## config.mk

```make
export PLATFORM = sky130hd
export DESIGN_NAME = nested_tlv_status_decoder
export DESIGN_NICKNAME = d
export VERILOG_FILES = /design/src/hw/rtl/ntsd_pkg.sv /design/src/hw/rtl/ntsd_front.sv /design/src/hw/rtl/ntsd_queue.sv /design/src/hw/rtl/ntsd_back.sv /design/src/hw/rtl/nested_tlv_status_decoder.sv
export SDC_FILE = /design/constraint.sdc
export NUM_CORES = 1
export LEC_CHECK = 0
export BUFFER_PORTS_ARGS = -buffer_cell sky130_fd_sc_hd__buf_2
export CORE_ASPECT_RATIO = 1.2
export CORE_UTILIZATION = 40
export DETAILED_ROUTE_END_ITERATION = 16
export HOLD_SLACK_MARGIN = 0.12
export PLACE_DENSITY = 0.6
export SYNTH_ARGS = -nofsm -noshare
export SYNTH_HDL_FRONTEND = slang
export SYNTH_SLANG_ARGS = --single-unit
export TNS_END_PERCENT = 1
```

## constraint.sdc

```tcl
create_clock -name clk -period 10.8 [get_ports clk]
set_clock_uncertainty 0.2 [all_clocks]
set_input_delay 0.54 -clock clk [delete_from_list [all_inputs] [get_ports clk]]
set_output_delay 0.54 -clock clk [all_outputs]
set_load 0.03 [all_outputs]
```

## src/hw/rtl/ntsd_pkg.sv

```systemverilog
// ----------------------------------------------------------------------------
// ntsd_pkg: shared types and constants of the nested TLV status decoder
// Parser phases, result kinds and the job descriptor passed from the
// parser front end to the result sequencer.
// ----------------------------------------------------------------------------
package ntsd_pkg;

  localparam logic [1:0] PH_TAG = 2'd0;
  localparam logic [1:0] PH_LEN = 2'd1;
  localparam logic [1:0] PH_VAL = 2'd2;

  localparam logic [1:0] KIND_COOK  = 2'd0;
  localparam logic [1:0] KIND_MAIN  = 2'd1;
  localparam logic [1:0] KIND_EXTRA = 2'd2;
  localparam logic [1:0] KIND_END   = 2'd3;

  localparam logic [7:0] TAG_TARGET = 8'd1;
  localparam logic [7:0] TAG_DISPLAY = 8'd2;
  localparam logic [7:0] TAG_PROBE  = 8'd4;
  localparam logic [7:0] TAG_ACTUAL = 8'd13;

  localparam logic [7:0] ITAG_SLOT    = 8'd1;
  localparam logic [7:0] ITAG_LEGACY  = 8'd4;
  localparam logic [7:0] ITAG_TEMP    = 8'd10;
  localparam logic [7:0] ITAG_STATE   = 8'd12;
  localparam logic [7:0] ITAG_TYPE    = 8'd19;
  localparam logic [7:0] ITAG_BATTERY = 8'd22;
  localparam logic [7:0] ITAG_SEGMENT = 8'd23;
  localparam logic [7:0] ITAG_CASE    = 8'd24;
  localparam logic [7:0] ITAG_AMBIENT = 8'd25;

  localparam logic [15:0] TEMP_INVALID = 16'h8000;

  localparam int SEG_OUT_CAP = 4;
  localparam int QUEUE_DEPTH = 4;

  // Everything one input item causes, in one queue entry.
  typedef struct packed {
    logic        has_cook;
    logic        has_probe;
    logic        has_end;
    logic [1:0]  cook_code;
    logic [15:0] cook_temp;
    logic [2:0]  slot;
    logic [7:0]  state;
    logic [15:0] temp;
    logic        temp_valid;
    logic [7:0]  ptype;
    logic [7:0]  battery;
    logic        battery_valid;
    logic [15:0] case_t;
    logic        case_valid;
    logic [15:0] amb_t;
    logic        amb_valid;
    logic [2:0]  nseg;
    logic [SEG_OUT_CAP-1:0][15:0] seg;
    logic [3:0]  count;
    logic        err;
  } ntsd_desc_t;

endpackage

```

## src/hw/rtl/ntsd_front.sv

```systemverilog
// ----------------------------------------------------------------------------
// ntsd_front: byte parser
// Walks the outer and nested TLV records one byte per cycle while input is accepted,
// and builds one job descriptor for every input item that causes results.
// ----------------------------------------------------------------------------
module ntsd_front #(
  parameter int PROBE_SLOTS = 8,
  parameter int SEGMENTS    = 4
) (
  input  logic                clk,
  input  logic                rst_n,
  input  logic                accept,
  input  logic [7:0]          data_byte,
  input  logic                byte_present,
  input  logic                last_byte,
  output logic                push,
  output ntsd_pkg::ntsd_desc_t desc
);
  import ntsd_pkg::*;

  localparam int SC_W = $clog2(SEGMENTS + 1);

  typedef struct packed {
    logic [7:0]  slot;
    logic        slot_known;
    logic [7:0]  state;
    logic [7:0]  type19;
    logic        type19_seen;
    logic [7:0]  legacy_type;
    logic [15:0] temp;
    logic        temp_valid;
    logic [7:0]  battery;
    logic        battery_valid;
    logic [15:0] case_t;
    logic        case_valid;
    logic [15:0] amb_t;
    logic        amb_valid;
  } probe_t;

  logic [1:0]  oph_r, oph_nxt, iph_r, iph_nxt;
  logic [7:0]  otag_r, otag_nxt, itag_r, itag_nxt;
  logic [7:0]  orem_r, orem_nxt, irem_r, irem_nxt;
  logic [1:0]  oidx_r, oidx_nxt, iidx_r, iidx_nxt;
  logic [7:0]  hold_r, hold_nxt;
  probe_t      pf_r, pf_nxt;
  logic [15:0] seg_r [SEGMENTS];
  logic [15:0] seg_nxt [SEGMENTS];
  logic [SC_W-1:0] segcnt_r, segcnt_nxt;
  logic [7:0]  map_r, map_nxt;
  logic [3:0]  cnt_r, cnt_nxt;
  logic        err_r, err_nxt;

  logic [7:0]  rem_after;
  logic [15:0] word;
  logic        inner_err;
  logic        probe_done;

  always_comb begin
    oph_nxt = oph_r; iph_nxt = iph_r;
    otag_nxt = otag_r; itag_nxt = itag_r;
    orem_nxt = orem_r; irem_nxt = irem_r;
    oidx_nxt = oidx_r; iidx_nxt = iidx_r;
    hold_nxt = hold_r; pf_nxt = pf_r;
    seg_nxt = seg_r; segcnt_nxt = segcnt_r;
    map_nxt = map_r; cnt_nxt = cnt_r; err_nxt = err_r;
    desc = '0;
    inner_err = 1'b0;
    probe_done = 1'b0;
    rem_after = orem_r - 8'd1;
    word = {data_byte, hold_r};
    if (accept) begin
      if (byte_present && !err_r) begin
        case (oph_r)
          PH_TAG: begin
            otag_nxt = data_byte;
            oph_nxt = PH_LEN;
          end
          PH_LEN: begin
            orem_nxt = data_byte;
            oidx_nxt = 2'd0;
            if (otag_r == TAG_PROBE) begin
              pf_nxt = '0;
              segcnt_nxt = '0;
              iph_nxt = PH_TAG;
              irem_nxt = 8'd0;
              iidx_nxt = 2'd0;
            end
            if (data_byte == 8'd0) begin
              oph_nxt = PH_TAG;
              probe_done = (otag_r == TAG_PROBE);
            end else begin
              oph_nxt = PH_VAL;
            end
          end
          default: begin
            if (otag_r == TAG_PROBE) begin
              case (iph_r)
                PH_TAG: begin
                  itag_nxt = data_byte;
                  iph_nxt = PH_LEN;
                  inner_err = (rem_after == 8'd0);
                end
                PH_LEN: begin
                  if (data_byte > rem_after) begin
                    inner_err = 1'b1;
                  end else begin
                    irem_nxt = data_byte;
                    iidx_nxt = 2'd0;
                    iph_nxt = (data_byte == 8'd0) ? PH_TAG : PH_VAL;
                  end
                end
                default: begin
                  if (iidx_r == 2'd0) begin
                    hold_nxt = data_byte;
                    case (itag_r)
                      ITAG_SLOT: begin
                        pf_nxt.slot = data_byte; pf_nxt.slot_known = 1'b1;
                      end
                      ITAG_LEGACY: pf_nxt.legacy_type = data_byte;
                      ITAG_STATE: pf_nxt.state = data_byte;
                      ITAG_TYPE: begin
                        pf_nxt.type19 = data_byte; pf_nxt.type19_seen = 1'b1;
                      end
                      ITAG_BATTERY: begin
                        pf_nxt.battery = data_byte; pf_nxt.battery_valid = 1'b1;
                      end
                      default: ;
                    endcase
                  end else if (iidx_r == 2'd1) begin
                    case (itag_r)
                      ITAG_TEMP: begin
                        pf_nxt.temp = word; pf_nxt.temp_valid = (word != TEMP_INVALID);
                      end
                      ITAG_SEGMENT: begin
                        if (segcnt_r < SC_W'(SEGMENTS)) begin
                          for (int i = 0; i < SEGMENTS; i++) begin
                            if (segcnt_r == SC_W'(i)) seg_nxt[i] = word;
                          end
                          segcnt_nxt = segcnt_r + 1'b1;
                        end
                      end
                      ITAG_CASE: begin
                        pf_nxt.case_t = word; pf_nxt.case_valid = (word != TEMP_INVALID);
                      end
                      ITAG_AMBIENT: begin
                        pf_nxt.amb_t = word; pf_nxt.amb_valid = (word != TEMP_INVALID);
                      end
                      default: ;
                    endcase
                  end
                  if (iidx_r != 2'd2) iidx_nxt = iidx_r + 2'd1;
                  irem_nxt = irem_r - 8'd1;
                  if (irem_r == 8'd1) iph_nxt = PH_TAG;
                end
              endcase
            end else if (otag_r == TAG_TARGET || otag_r == TAG_DISPLAY ||
                         otag_r == TAG_ACTUAL) begin
              if (oidx_r == 2'd0) begin
                hold_nxt = data_byte;
              end else if (oidx_r == 2'd1) begin
                desc.has_cook = 1'b1;
                desc.cook_temp = word;
                desc.cook_code = (otag_r == TAG_TARGET) ? 2'd0 :
                                 (otag_r == TAG_DISPLAY) ? 2'd1 : 2'd2;
              end
            end
            if (inner_err) begin
              err_nxt = 1'b1;
            end else begin
              if (oidx_r != 2'd2) oidx_nxt = oidx_r + 2'd1;
              orem_nxt = rem_after;
              if (rem_after == 8'd0) begin
                oph_nxt = PH_TAG;
                probe_done = (otag_r == TAG_PROBE);
              end
            end
          end
        endcase
      end

      // A finished probe record with a usable slot becomes a burst of results.
      if (probe_done && pf_nxt.slot_known && pf_nxt.slot < 8'(PROBE_SLOTS)) begin
        if (!map_nxt[pf_nxt.slot[2:0]]) begin
          map_nxt[pf_nxt.slot[2:0]] = 1'b1;
          cnt_nxt = cnt_nxt + 4'd1;
        end
        desc.has_probe = 1'b1;
        desc.slot = pf_nxt.slot[2:0];
        desc.state = pf_nxt.state;
        desc.temp = pf_nxt.temp;
        desc.temp_valid = pf_nxt.temp_valid;
        desc.ptype = (!pf_nxt.type19_seen || pf_nxt.type19 == 8'd0) ?
                     pf_nxt.legacy_type : pf_nxt.type19;
        desc.battery = pf_nxt.battery;
        desc.battery_valid = pf_nxt.battery_valid;
        desc.case_t = pf_nxt.case_t;
        desc.case_valid = pf_nxt.case_valid;
        desc.amb_t = pf_nxt.amb_t;
        desc.amb_valid = pf_nxt.amb_valid;
        desc.nseg = (int'(segcnt_nxt) > SEG_OUT_CAP) ? 3'(SEG_OUT_CAP) : 3'(segcnt_nxt);
        for (int i = 0; i < SEG_OUT_CAP; i++) begin
          if (i < SEGMENTS) desc.seg[i] = seg_nxt[i % SEGMENTS];
        end
      end
      desc.count = cnt_nxt;

      if (last_byte) begin
        desc.has_end = 1'b1;
        desc.err = err_nxt || (oph_nxt != PH_TAG);
        oph_nxt = PH_TAG; iph_nxt = PH_TAG;
        otag_nxt = '0; itag_nxt = '0;
        orem_nxt = '0; irem_nxt = '0;
        oidx_nxt = '0; iidx_nxt = '0;
        hold_nxt = '0; pf_nxt = '0;
        segcnt_nxt = '0; map_nxt = '0; cnt_nxt = '0; err_nxt = 1'b0;
      end
    end
    push = desc.has_cook || desc.has_probe || desc.has_end;
  end

  always_ff @(posedge clk) begin
    if (!rst_n) begin
      oph_r <= PH_TAG; iph_r <= PH_TAG;
      otag_r <= '0; itag_r <= '0;
      orem_r <= '0; irem_r <= '0;
      oidx_r <= '0; iidx_r <= '0;
      hold_r <= '0; pf_r <= '0;
      segcnt_r <= '0; map_r <= '0; cnt_r <= '0; err_r <= 1'b0;
    end else begin
      oph_r <= oph_nxt; iph_r <= iph_nxt;
      otag_r <= otag_nxt; itag_r <= itag_nxt;
      orem_r <= orem_nxt; irem_r <= irem_nxt;
      oidx_r <= oidx_nxt; iidx_r <= iidx_nxt;
      hold_r <= hold_nxt; pf_r <= pf_nxt;
      segcnt_r <= segcnt_nxt; map_r <= map_nxt; cnt_r <= cnt_nxt; err_r <= err_nxt;
    end
  end

  always_ff @(posedge clk) begin
    seg_r <= seg_nxt;
  end

endmodule

```

## src/hw/rtl/ntsd_queue.sv

```systemverilog
// ----------------------------------------------------------------------------
// ntsd_queue: job descriptor queue
// Small register FIFO between the parser and the result sequencer.
// ----------------------------------------------------------------------------
module ntsd_queue (
  input  logic                 clk,
  input  logic                 rst_n,
  input  logic                 push,
  input  ntsd_pkg::ntsd_desc_t push_desc,
  input  logic                 pop,
  output logic                 full,
  output logic                 not_empty,
  output ntsd_pkg::ntsd_desc_t head
);
  import ntsd_pkg::*;

  localparam int PW = $clog2(QUEUE_DEPTH);

  ntsd_desc_t          mem_r [QUEUE_DEPTH];
  logic [PW-1:0]       wp_r, rp_r;
  logic [PW:0]         cnt_r;

  assign full      = (cnt_r == (PW+1)'(QUEUE_DEPTH));
  assign not_empty = (cnt_r != '0);
  assign head      = mem_r[rp_r];

  always_ff @(posedge clk) begin
    if (!rst_n) begin
      wp_r <= '0;
      rp_r <= '0;
      cnt_r <= '0;
    end else begin
      if (push) wp_r <= wp_r + 1'b1;
      if (pop) rp_r <= rp_r + 1'b1;
      if (push && !pop) cnt_r <= cnt_r + 1'b1;
      else if (pop && !push) cnt_r <= cnt_r - 1'b1;
    end
  end

  always_ff @(posedge clk) begin
    if (push) mem_r[wp_r] <= push_desc;
  end

endmodule

```

## src/hw/rtl/ntsd_back.sv

```systemverilog
// ----------------------------------------------------------------------------
// ntsd_back: result sequencer
// Expands the job at the queue head into result items, one per cycle while the output
// is not stalled, into a registered output stage.
// ----------------------------------------------------------------------------
module ntsd_back (
  input  logic                 clk,
  input  logic                 rst_n,
  input  logic                 job_valid,
  input  ntsd_pkg::ntsd_desc_t job,
  output logic                 pop,
  output logic                 out_tvalid,
  input  logic                 out_tready,
  output logic [55:0]          out_tdata,
  output logic [1:0]           out_tuser,
  output logic                 out_tlast
);
  import ntsd_pkg::*;

  logic [2:0]  step_r, step_nxt;
  logic        ov_r;
  logic [55:0] data_r;
  logic [1:0]  kind_r;
  logic        last_r;

  logic        load;
  logic [3:0]  total;
  logic [3:0]  k;
  logic [1:0]  kind;
  logic [2:0]  slot;
  logic [7:0]  code;
  logic [15:0] temp;
  logic        tv;
  logic [7:0]  ptype, batt;
  logic        bv;
  logic        is_last;
  logic [1:0]  si;

  assign load = job_valid && (!ov_r || out_tready);

  always_comb begin
    k = {1'b0, step_r};
    total = (job.has_cook ? 4'd1 : 4'd0) +
            (job.has_probe ? 4'd3 + {1'b0, job.nseg} : 4'd0) +
            (job.has_end ? 4'd1 : 4'd0);
    kind = KIND_END; slot = '0; code = '0; temp = '0; tv = 1'b0;
    ptype = '0; batt = '0; bv = 1'b0;
    si = 2'(k - 4'd3);
    if (job.has_cook && k == 4'd0) begin
      kind = KIND_COOK;
      code = {6'd0, job.cook_code};
      temp = job.cook_temp;
      tv = (job.cook_temp != TEMP_INVALID);
    end else if (job.has_probe && k < 4'd3 + {1'b0, job.nseg}) begin
      slot = job.slot;
      if (k == 4'd0) begin
        kind = KIND_MAIN; code = job.state; temp = job.temp; tv = job.temp_valid;
        ptype = job.ptype; batt = job.battery; bv = job.battery_valid;
      end else if (k == 4'd1) begin
        kind = KIND_EXTRA; code = 8'd0; temp = job.case_t; tv = job.case_valid;
      end else if (k == 4'd2) begin
        kind = KIND_EXTRA; code = 8'd1; temp = job.amb_t; tv = job.amb_valid;
      end else begin
        kind = KIND_EXTRA;
        code = 8'd2 + {6'd0, si};
        temp = job.seg[si];
        tv = (job.seg[si] != TEMP_INVALID);
      end
    end else begin
      code = {7'd0, job.err};
    end
    is_last = (k == total - 4'd1);
    pop = load && is_last;
    step_nxt = step_r;
    if (load) step_nxt = is_last ? 3'd0 : step_r + 3'd1;
  end

  always_ff @(posedge clk) begin
    if (!rst_n) begin
      step_r <= '0;
      ov_r <= 1'b0;
    end else begin
      step_r <= step_nxt;
      if (load) ov_r <= 1'b1;
      else if (out_tready) ov_r <= 1'b0;
    end
  end

  always_ff @(posedge clk) begin
    if (load) begin
      data_r <= {7'd0, job.count, bv, batt, ptype, tv, temp, code, slot};
      kind_r <= kind;
      last_r <= is_last;
    end
  end

  assign out_tvalid = ov_r;
  assign out_tdata  = data_r;
  assign out_tuser  = kind_r;
  assign out_tlast  = last_r;

endmodule

```

## src/hw/rtl/nested_tlv_status_decoder.sv

```systemverilog
// Job descriptors pass through the queue to the registered output stage.
// Throughput: one input item per cycle; the sequencer emits one result per cycle,
// so a probe record end (up to eight results) holds the four-entry job queue.
// Input is stalled only while that queue is full.
// Reset (rst_n low, synchronous) clears the parser, the queue and the output stage.
// ----------------------------------------------------------------------------
// nested_tlv_status_decoder: nested TLV status decoder top level
// Parser front end, job queue and result sequencer.
// ----------------------------------------------------------------------------
module nested_tlv_status_decoder #(
  parameter int PROBE_SLOTS = 8,
  parameter int SEGMENTS    = 4
) (
  input  logic        clk,
  input  logic        rst_n,
  input  logic        in_tvalid,
  output logic        in_tready,
  input  logic [7:0]  in_tdata,   // data_byte[7:0]
  input  logic [0:0]  in_tuser,   // byte_present[0]
  input  logic        in_tlast,
  output logic        out_tvalid,
  input  logic        out_tready,
  // slot[2:0], code[10:3], temperature[26:11], temp_ok[27],
  // ptype[35:28], batt_pct[43:36], batt_ok[44], n_present[48:45]
  output logic [55:0] out_tdata,
  output logic [1:0]  out_tuser,  // kind[1:0]
  output logic        out_tlast
);
  import ntsd_pkg::*;

  logic       accept, push, full, not_empty, pop;
  ntsd_desc_t desc, head;

  assign in_tready = !full;
  assign accept = in_tvalid && in_tready;

  ntsd_front #(.PROBE_SLOTS(PROBE_SLOTS), .SEGMENTS(SEGMENTS)) u_front (
    .clk(clk), .rst_n(rst_n), .accept(accept),
    .data_byte(in_tdata), .byte_present(in_tuser[0]), .last_byte(in_tlast),
    .push(push), .desc(desc)
  );

  ntsd_queue u_queue (
    .clk(clk), .rst_n(rst_n), .push(push), .push_desc(desc), .pop(pop),
    .full(full), .not_empty(not_empty), .head(head)
  );

  ntsd_back u_back (
    .clk(clk), .rst_n(rst_n), .job_valid(not_empty), .job(head), .pop(pop),
    .out_tvalid(out_tvalid), .out_tready(out_tready), .out_tdata(out_tdata),
    .out_tuser(out_tuser), .out_tlast(out_tlast)
  );

endmodule

```

==> After elaboration in Yosys (flattened, before gate mapping) <==
Memories as Yosys holds them, arrays and structs flattened. A register that Yosys moved wholly into a read port is not among the register bits.
Index checks and enable logic that the tools add are counted.
{ "totals": {"register_bits": 285, "inputBits": 14, "word_cells": 345, "n_memories": 1, "mem_bits_rw": 688} }
{ "memory_table": {"columns": ["name", "depth", "word_bits", "rd", "rd_clocked_by_memory_dff", "wr", "line", "source"], "rows": [
  ["u_queue.mem_r", 4, 172, 1, 1, 1, "ntsd_queue.sv:19", "ntsd_desc_t mem_r [QUEUE_DEPTH];"]
]} }
{ "classes": {"reduce_logical": 60, "muxes": 177, "eq_ne": 38, "n_lt_le_gt_ge": 8, "add_sub_neg": 17, "n_bitwise": 3} }
{ "op_table": {"columns": ["cell", "n"], "rows": [
  ["2-to-1 mux 94 bit", 6],
  ["2-to-1 mux 64 bit", 8],
  ["2-to-1 mux 8 bit", 33],
  ["one-hot mux 94 bit (2 select lines)", 1],
  ["2-to-1 mux 172 bit", 1],
  ["2-to-1 mux 16 bit", 10],
  ["2-to-1 mux 146 bit", 1],
  ["2-to-1 mux 18 bit", 6],
  ["2-to-1 mux 34 bit", 3],
  ["2-to-1 mux 17 bit", 5],
  ["2-to-1 mux 2 bit", 29],
  ["!= test 16 bit, second input constant", 3],
  ["one-hot mux 8 bit (2 select lines)", 3],
  ["2-to-1 mux 3 bit", 14],
  ["equality test 8 x 5 -> 1 bit, second input constant", 5],
  ["2-to-1 mux 1 bit", 37],
  ["2-to-1 mux 9 bit", 4],
  ["binary-select mux 16 bit (select 2 bit)", 1],
  ["equality test 8 x 1 -> 1 bit, second input constant", 3],
  ["equality test 8 x 4 -> 1 bit, second input constant", 3],
  ["logical NOT 8 bit", 3],
  ["one-hot mux 2 bit (2 select lines)", 6],
  ["equality test 8 x 3 -> 1 bit, second input constant", 2],
  ["2-to-1 mux 4 bit", 4],
  ["51 further kinds", 112]
]} }

==> Logic depth before layout (Yosys ltp) <==
{ "logic_depth": {"ltp_word": 22, "mapped_depth": 22} }

==> Modules after synthesis <==
A second synthesis with hierarchy kept.
{ "hier_totals": {"cells_unflattened": 2773, "hier_area_um2": 41354.7} }
{ "by_module_without_submodules": {"columns": ["mod", "instances", "cells_each", "area_each_um2", "seq_area_each_um2"], "rows": [
  ["ntsd_queue", 1, 941, 25229.2, 20840.0],
  ["ntsd_front", 1, 1499, 12404.4, 5084.9],
  ["ntsd_back", 1, 331, 3711.1, 1641.6],
  ["nested_tlv_status_decoder", 1, 2, 10.0, 0.0]
]} }

==> Least setup slack after synthesis <==
No wires, ideal clock.
{ "synth_timing": {"path_type": "reg-to-reg", "from": "register u_front.orem_r[0]", "to": "memory u_queue.mem_r[0][0] (netlist bit) (enable)", "required_ns": 9.872, "path_stages_with_launch": 15, "setup_slack_ns": -0.429, "period_less_slack_ns": 11.229, "arrival_ns": 10.301, "path_buffers": 0, "path_cell_list": "dfxtp_1 -> inv_1 -> ha_1 -> xnor2_1 -> ha_1 -> o21a_1 -> o31ai_1 -> a211oi_1 -> a221o_1 -> a21boi_1 -> o21a_2 -> nand2_1 -> inv_2 -> nor3_1 -> nor2b_1"} }
{ "synth_between": {"elab_chain_cells": 20, "elab_cells_between_ends": 22, "classes_between": "add/sub (1); order compare (1); mux (15); reduce/logical (5)"} }
{ "synth_lines": {"columns": ["element", "line", "source"], "rows": [
  ["from (decl)", "ntsd_front.sv:42", "logic [7:0] orem_r, orem_nxt, irem_r, irem_nxt;"],
  ["from (signal assigned)", "ntsd_front.sv:232", "orem_r <= orem_nxt; irem_r <= irem_nxt;"],
  ["subtractor 8 x 1 -> 8 bit *", "ntsd_front.sv:69", "rem_after = orem_r - 8'd1;"],
  ["greater-than comparator 8 bit", "ntsd_front.sv:104", "if (data_byte > rem_after) begin"],
  ["2-to-1 mux 1 bit", "ntsd_front.sv:104", null],
  ["one-hot mux 1 bit (2 select lines)", "ntsd_front.sv:97", "case (iph_r)"],
  ["2-to-1 mux 1 bit", "ntsd_front.sv:96", "if (otag_r == TAG_PROBE) begin"],
  ["2-to-1 mux 1 bit", "ntsd_front.sv:73", "case (oph_r)"],
  ["2-to-1 mux 1 bit", "ntsd_front.sv:72", "if (byte_present && !err_r) begin"],
  ["2-to-1 mux 1 bit", "ntsd_front.sv:71", "if (accept) begin"],
  ["[2 not listed]", null, null],
  ["2-to-1 mux 1 bit *", "ntsd_front.sv:72", null],
  ["2-to-1 mux 1 bit *", "ntsd_front.sv:71", null],
  ["logical AND 1 bit * (2 in a row)", "ntsd_front.sv:182", "if (probe_done && pf_nxt.slot_known && pf_nxt.slot < 8'(PROBE_SLOTS)) begin"],
  ["2-to-1 mux 1 bit *", "ntsd_front.sv:182", null],
  ["2-to-1 mux 172 bit *", "ntsd_front.sv:71", null],
  ["logical OR 1 bit * (2 in a row)", "ntsd_front.sv:218", "push = desc.has_cook || desc.has_probe || desc.has_end;"],
  ["2-to-1 mux 1 bit *", "ntsd_queue.sv:41", "if (push) mem_r[wp_r] <= push_desc;"],
  ["2-to-1 mux 1 bit (not written as such) *", "ntsd_queue.sv:41", null],
  ["to (decl)", "ntsd_queue.sv:19", null]
]} }
Every way passes the cells marked *; elsewhere a longest branch is shown, timed or not. The select of a mux whose other input is x is not followed.

==> Worst setup path in the final report <==
{ "layout_timing": {"from": "register u_front.oph_r[0]", "to": "memory u_queue.mem_r[0][91] (netlist bit) (enable)"} }
{ "layout_between": {"elab_chain_cells": 12, "elab_cells_between_ends": 20, "classes_between": "order compare (1); eq/ne (1); mux (12); reduce/logical (6)"} }
{ "layout_lines": {"columns": ["element", "line", "source"], "rows": [
  ["from (decl)", "ntsd_front.sv:40", "logic [1:0] oph_r, oph_nxt, iph_r, iph_nxt;"],
  ["from (signal assigned)", "ntsd_front.sv:230", "oph_r <= oph_nxt; iph_r <= iph_nxt;"],
  ["equality test 2 x 1 -> 1 bit / logical NOT 2 bit (equally long branches)", "ntsd_front.sv:73", null],
  ["one-hot mux 94 bit (2 select lines) / one-hot mux 1 bit (2 select lines) (equally long branches)", "ntsd_front.sv:73", null],
  ["2-to-1 mux 94 bit / 2-to-1 mux 1 bit (equally long branches)", "ntsd_front.sv:72", null],
  ["2-to-1 mux 94 bit / 2-to-1 mux 1 bit (equally long branches)", "ntsd_front.sv:71", null],
  ["less-than comparator 8 x 4 -> 1 bit / logical AND 1 bit (equally long branches)", "ntsd_front.sv:182", null],
  ["logical AND 1 bit", "ntsd_front.sv:182", null],
  ["2-to-1 mux 1 bit", "ntsd_front.sv:182", null],
  ["2-to-1 mux 172 bit *", "ntsd_front.sv:71", null],
  ["logical OR 1 bit * (2 in a row)", "ntsd_front.sv:218", null],
  ["2-to-1 mux 1 bit *", "ntsd_queue.sv:41", null],
  ["2-to-1 mux 1 bit (not written as such) *", "ntsd_queue.sv:41", null]
]} }
Marked as above.

==> flow_summary_export.csv <==
group,metric,value,unit
detailed_routing,wl_per_cell,24.8,um
yosys,syn-instance-count,2608,
sta,max_slew_margin,13.2,%
place,detailed_place_hpwl,59400,um
clock_network,cts-root-buf,"clkbuf_16",
power,power.internal,6.68,mW
global_route,first_global_vias,24131,
global_route,overflow,0,
floorplan,fp-row-count,127,
yosys,syn_avg_cell_area,15.5,um^2
clock_network,clkTransAtPathRegs,0.06,ns
power,power.density,204,nW/um^2
sta,rsz0062_at_grt,"no",
yosys,synth_area_leaders,"edfxtp_1 (60%), mux4_2 (10%), dfxtp_1 (8.4%)",
worst_setup_path,r2r_end,"u_queue.mem_r[0][91]",
worst_setup_path,crit_fanout,136,
yosys,synth_largest_area_cell,"edfxtp_1",
yosys,async_reset_ff_share,0,%
power,power_frac_seq,47.6,%
job,drv_cap,0,
power,pwr-share-comb,17.8,%
detailed_routing,firstDrtPassIters,6,
power,power_switching,2.60,mW
yosys,synth-edff-count,804,
worst_hold_path,hold_start,"rst_n",
final_layout,drive_gt1_share,20.0,%
worst_hold_path,worstHoldPathCells,2,
worst_setup_path,worstSetupEndpointType,"flip-flop",
floorplan,io_pins,75,
worst_hold_path,hold_class,"in -> reg",
global_route,grt_first_pass_wirelength,153000,um
clock_network,clockBufferDepth,3,
sta,slew_viol_final,0,
sta,whs,0.247,ns
detailed_routing,antenna_left,0,
place,port_buffers,67,
final_layout,fin_util,45.3,%
floorplan,die-area,103000,um^2
sta,period_share,53.8,%
run_status,status,"finished, final reports clean",
final_layout,fill_cells,8614,
floorplan,chipHeight,351,um
sta,setup_violations,0,
yosys,synth.most_common_cell,"edfxtp_1",
place,gp_congestion,0.840,
yosys,ys_seq_area_share,68.0,%
power,power_leakage,14.2,nW
global_route,grt_max_degree,137,
floorplan,die_width,293,um
power,peakVddDrop,128,uV
yosys,synth-warning-count,0,
worst_setup_path,start_kind,"flip-flop",
worst_setup_path,r2r-start,"u_front.oph_r[0]",
detailed_routing,drc_errors,0,
power,pwr-share-clk,34.6,%
clock_network,cts_setup_buffers,0,
clock_network,cts_made_buffers,92,
detailed_routing,via_per_inst,5.74,
floorplan,start_util,40.4,%
worst_setup_path,arrival,5.89,ns
power,finalPower,9.28,mW
power,switching_share,28.1,%
place,placed_cell_area,42400,um^2
clock_network,clkLatencyLatePin,0.66,ns
sta,max_freq,0.172,GHz
yosys,yosys.cell_types.count,83,
yosys,synth.top_cell.area_share,59.5,%
detailed_routing,drtIter0Drc,2041,
yosys,synth.top_cells.by_count,"edfxtp_1 (804), nor2_1 (302), mux4_2 (188), dfxtp_1 (171), a22oi_1 (152)",
clock_network,h-tree-depth,3,
worst_setup_path,rrSetupSlack,4.99,ns
final_layout,syn2layout_area_growth,12.0,%
sta,period_minus_slack,5.81,ns
worst_hold_path,worstHoldEndpoint,"u_front.pf_r[43]",
worst_setup_path,required,10.88,ns
detailed_routing,drt_wl_total,101000,um
sta,worst_pin_slew,1.30,ns
final_layout,layout.cells.non_filler,4082,
global_route,antenna_found_initial,0,
final_layout,design_area,45400,um^2
clock_network,cts_num_sinks,975,
yosys,ys_ff_latch,975,
global_route,grt_util_all_layers,19.7,%
worst_setup_path,path_class,"reg -> reg",
yosys,synthFlopType,"edfxtp_1",
worst_setup_path,rr_worst_depth,11,
final_layout,nets,2703,
clock_network,cts_tree,"done",
floorplan,core-area,100000,um^2
place,dp_cells,3909,
yosys,syn_area,40500,um^2
sta,hold_viol_final,0,
detailed_routing,vias,23418,
==> state kept, by name (all words and copies together) (netlist names), 2 cells and up, named ones only <==
register	cells
u_queue.mem_r	688
u_front.pf_r	94
u_front.seg_r	64
u_back.out_tdata	49
u_front.hold_r	8
u_front.irem_r	8
u_front.itag_r	8
u_front.map_r	8
u_front.orem_r	8
u_front.otag_r	8
u_front.cnt_r	4
u_back.step_r	3
u_front.segcnt_r	3
u_queue.cnt_r	3
u_back.out_tuser	2
u_front.iidx_r	2
u_front.iph_r	2
u_front.oidx_r	2
u_front.oph_r	2
u_queue.rp_r	2
u_queue.wp_r	2
==> timing repair <==
item                      CTS  global route
hold endpoints to repair    2             0
resized for setup           0             0
hold buffers                2             0
==> cell families after synthesis <==
kind of cell               after synthesis  share of synthesized area [%]
AOI/OAI and AO/OA                      405                           6.97
xor gates and xnor gates                24                          0.518
adders and majority gates               38                           1.21
buffers and inverters                  217                           2.15
DFF                                    975                           68.0
muxes                                  298                           13.4
other                                    1                        0.00925
and+or+nand+nor                        650                           7.80
==> power by group through the flow <==
stage,Combinational [mW],Sequential (mW),Clock (mW)
2_1_floorplan,0.892,4.70,0
3_5_place_dp,1.68,4.50,0
3_3_place_gp,1.66,4.49,0
5_1_grt,1.76,4.44,3.42
6_report,1.65,4.41,3.21
4_1_cts,1.68,4.42,3.28
==> stage by stage <==
| step | TNS, ns | worst slack [ns] |
|---|---|---|
| 6_report | 0 | 4.99 |
| 5_1_grt | 0 | 4.46 |
| 4_1_cts | 0 | 4.99 |
| 3_5_place_dp | 0 | 4.91 |
| 3_3_place_gp | 0 | 4.92 |
| 2_1_floorplan | -220.27 | -0.427 |
==> cell type report <==
cell class | count | area (um^2) | area share [%]
well taps | 1354 | 1690 | 3.73
diodes | 1 | 2.50 | 0.00551
multi-input cells | 1422 | 12200 | 26.9
flip-flops and latches | 975 | 27600 | 60.7
clock buffers | 124 | 2520 | 5.56
inverters | 44 | 169 | 0.372
repair buffers | 116 | 771 | 1.70
clock inverters | 46 | 462 | 1.02
==> worst max-delay path by stage <==
| stage | from | endpoint | depth (start not counted) | slack [ns] |
|---|---|---|---|---|
| 2_1_floorplan | u_front.orem_r[0] | u_queue.mem_r[1][0] | 14 | -0.43 |
| 3_3_place_gp | in_tdata[0] | u_queue.mem_r[0][38] | 14 | 4.92 |
| 3_5_place_dp | in_tdata[0] | u_queue.mem_r[0][6] | 14 | 4.91 |
| 4_1_cts | u_front.oph_r[0] | u_queue.mem_r[0][64] | 11 | 4.99 |
| 5_1_grt | u_front.oph_r[0] | u_queue.mem_r[0][64] | 11 | 4.46 |
| 6_report | u_front.oph_r[0] | u_queue.mem_r[0][91] | 11 | 4.99 |
==> worst max-delay path, cell delays in order (launching register included) <==
cell	delay [ns]
dfxtp_1	0.45
nor2b_1	0.83
nand4_1	0.51
o21ai_0	0.23
mux2i_1	0.12
nor4_1	0.38
o21a_2	0.62
nand2_2	0.32
inv_2	0.14
nor3_2	0.13
nor2b_4	0.54
buf_12	0.63
==> layout by cell type (no fill, tap or decap), types with 21 or more instances in the layout <==
| cell type | n |
|---|---|
| buf_2 | 67 |
| mux4_2 | 188 |
| dfxtp_1 | 168 |
| nor2b_1 | 38 |
| and2_1 | 74 |
| clkbuf_16 | 93 |
| buf_4 | 42 |
| mux2i_1 | 47 |
| o21ai_0 | 49 |
| clkbuf_1 | 23 |
| o31ai_1 | 22 |
| nor2_1 | 301 |
| a22oi_1 | 152 |
| nand2_1 | 73 |
| edfxtp_1 | 804 |
| and3_1 | 26 |
| ha_1 | 35 |
| clkinv_2 | 21 |
| nor3_1 | 25 |
| mux2_2 | 62 |
| inv_1 | 40 |
| a21oi_1 | 75 |
==> per-layer routing <==
layer  vias to the layer above  track usage [%]  routed length, um
met4                         0             5.05               2020
met5                         -                0                  0
met3                       144             2.59               5380
met1                     12278             25.8              42000
met2                       742             34.7              51700
li1                      10254                -                  -
No activity file was read; power rests on OpenSTA's default activity.
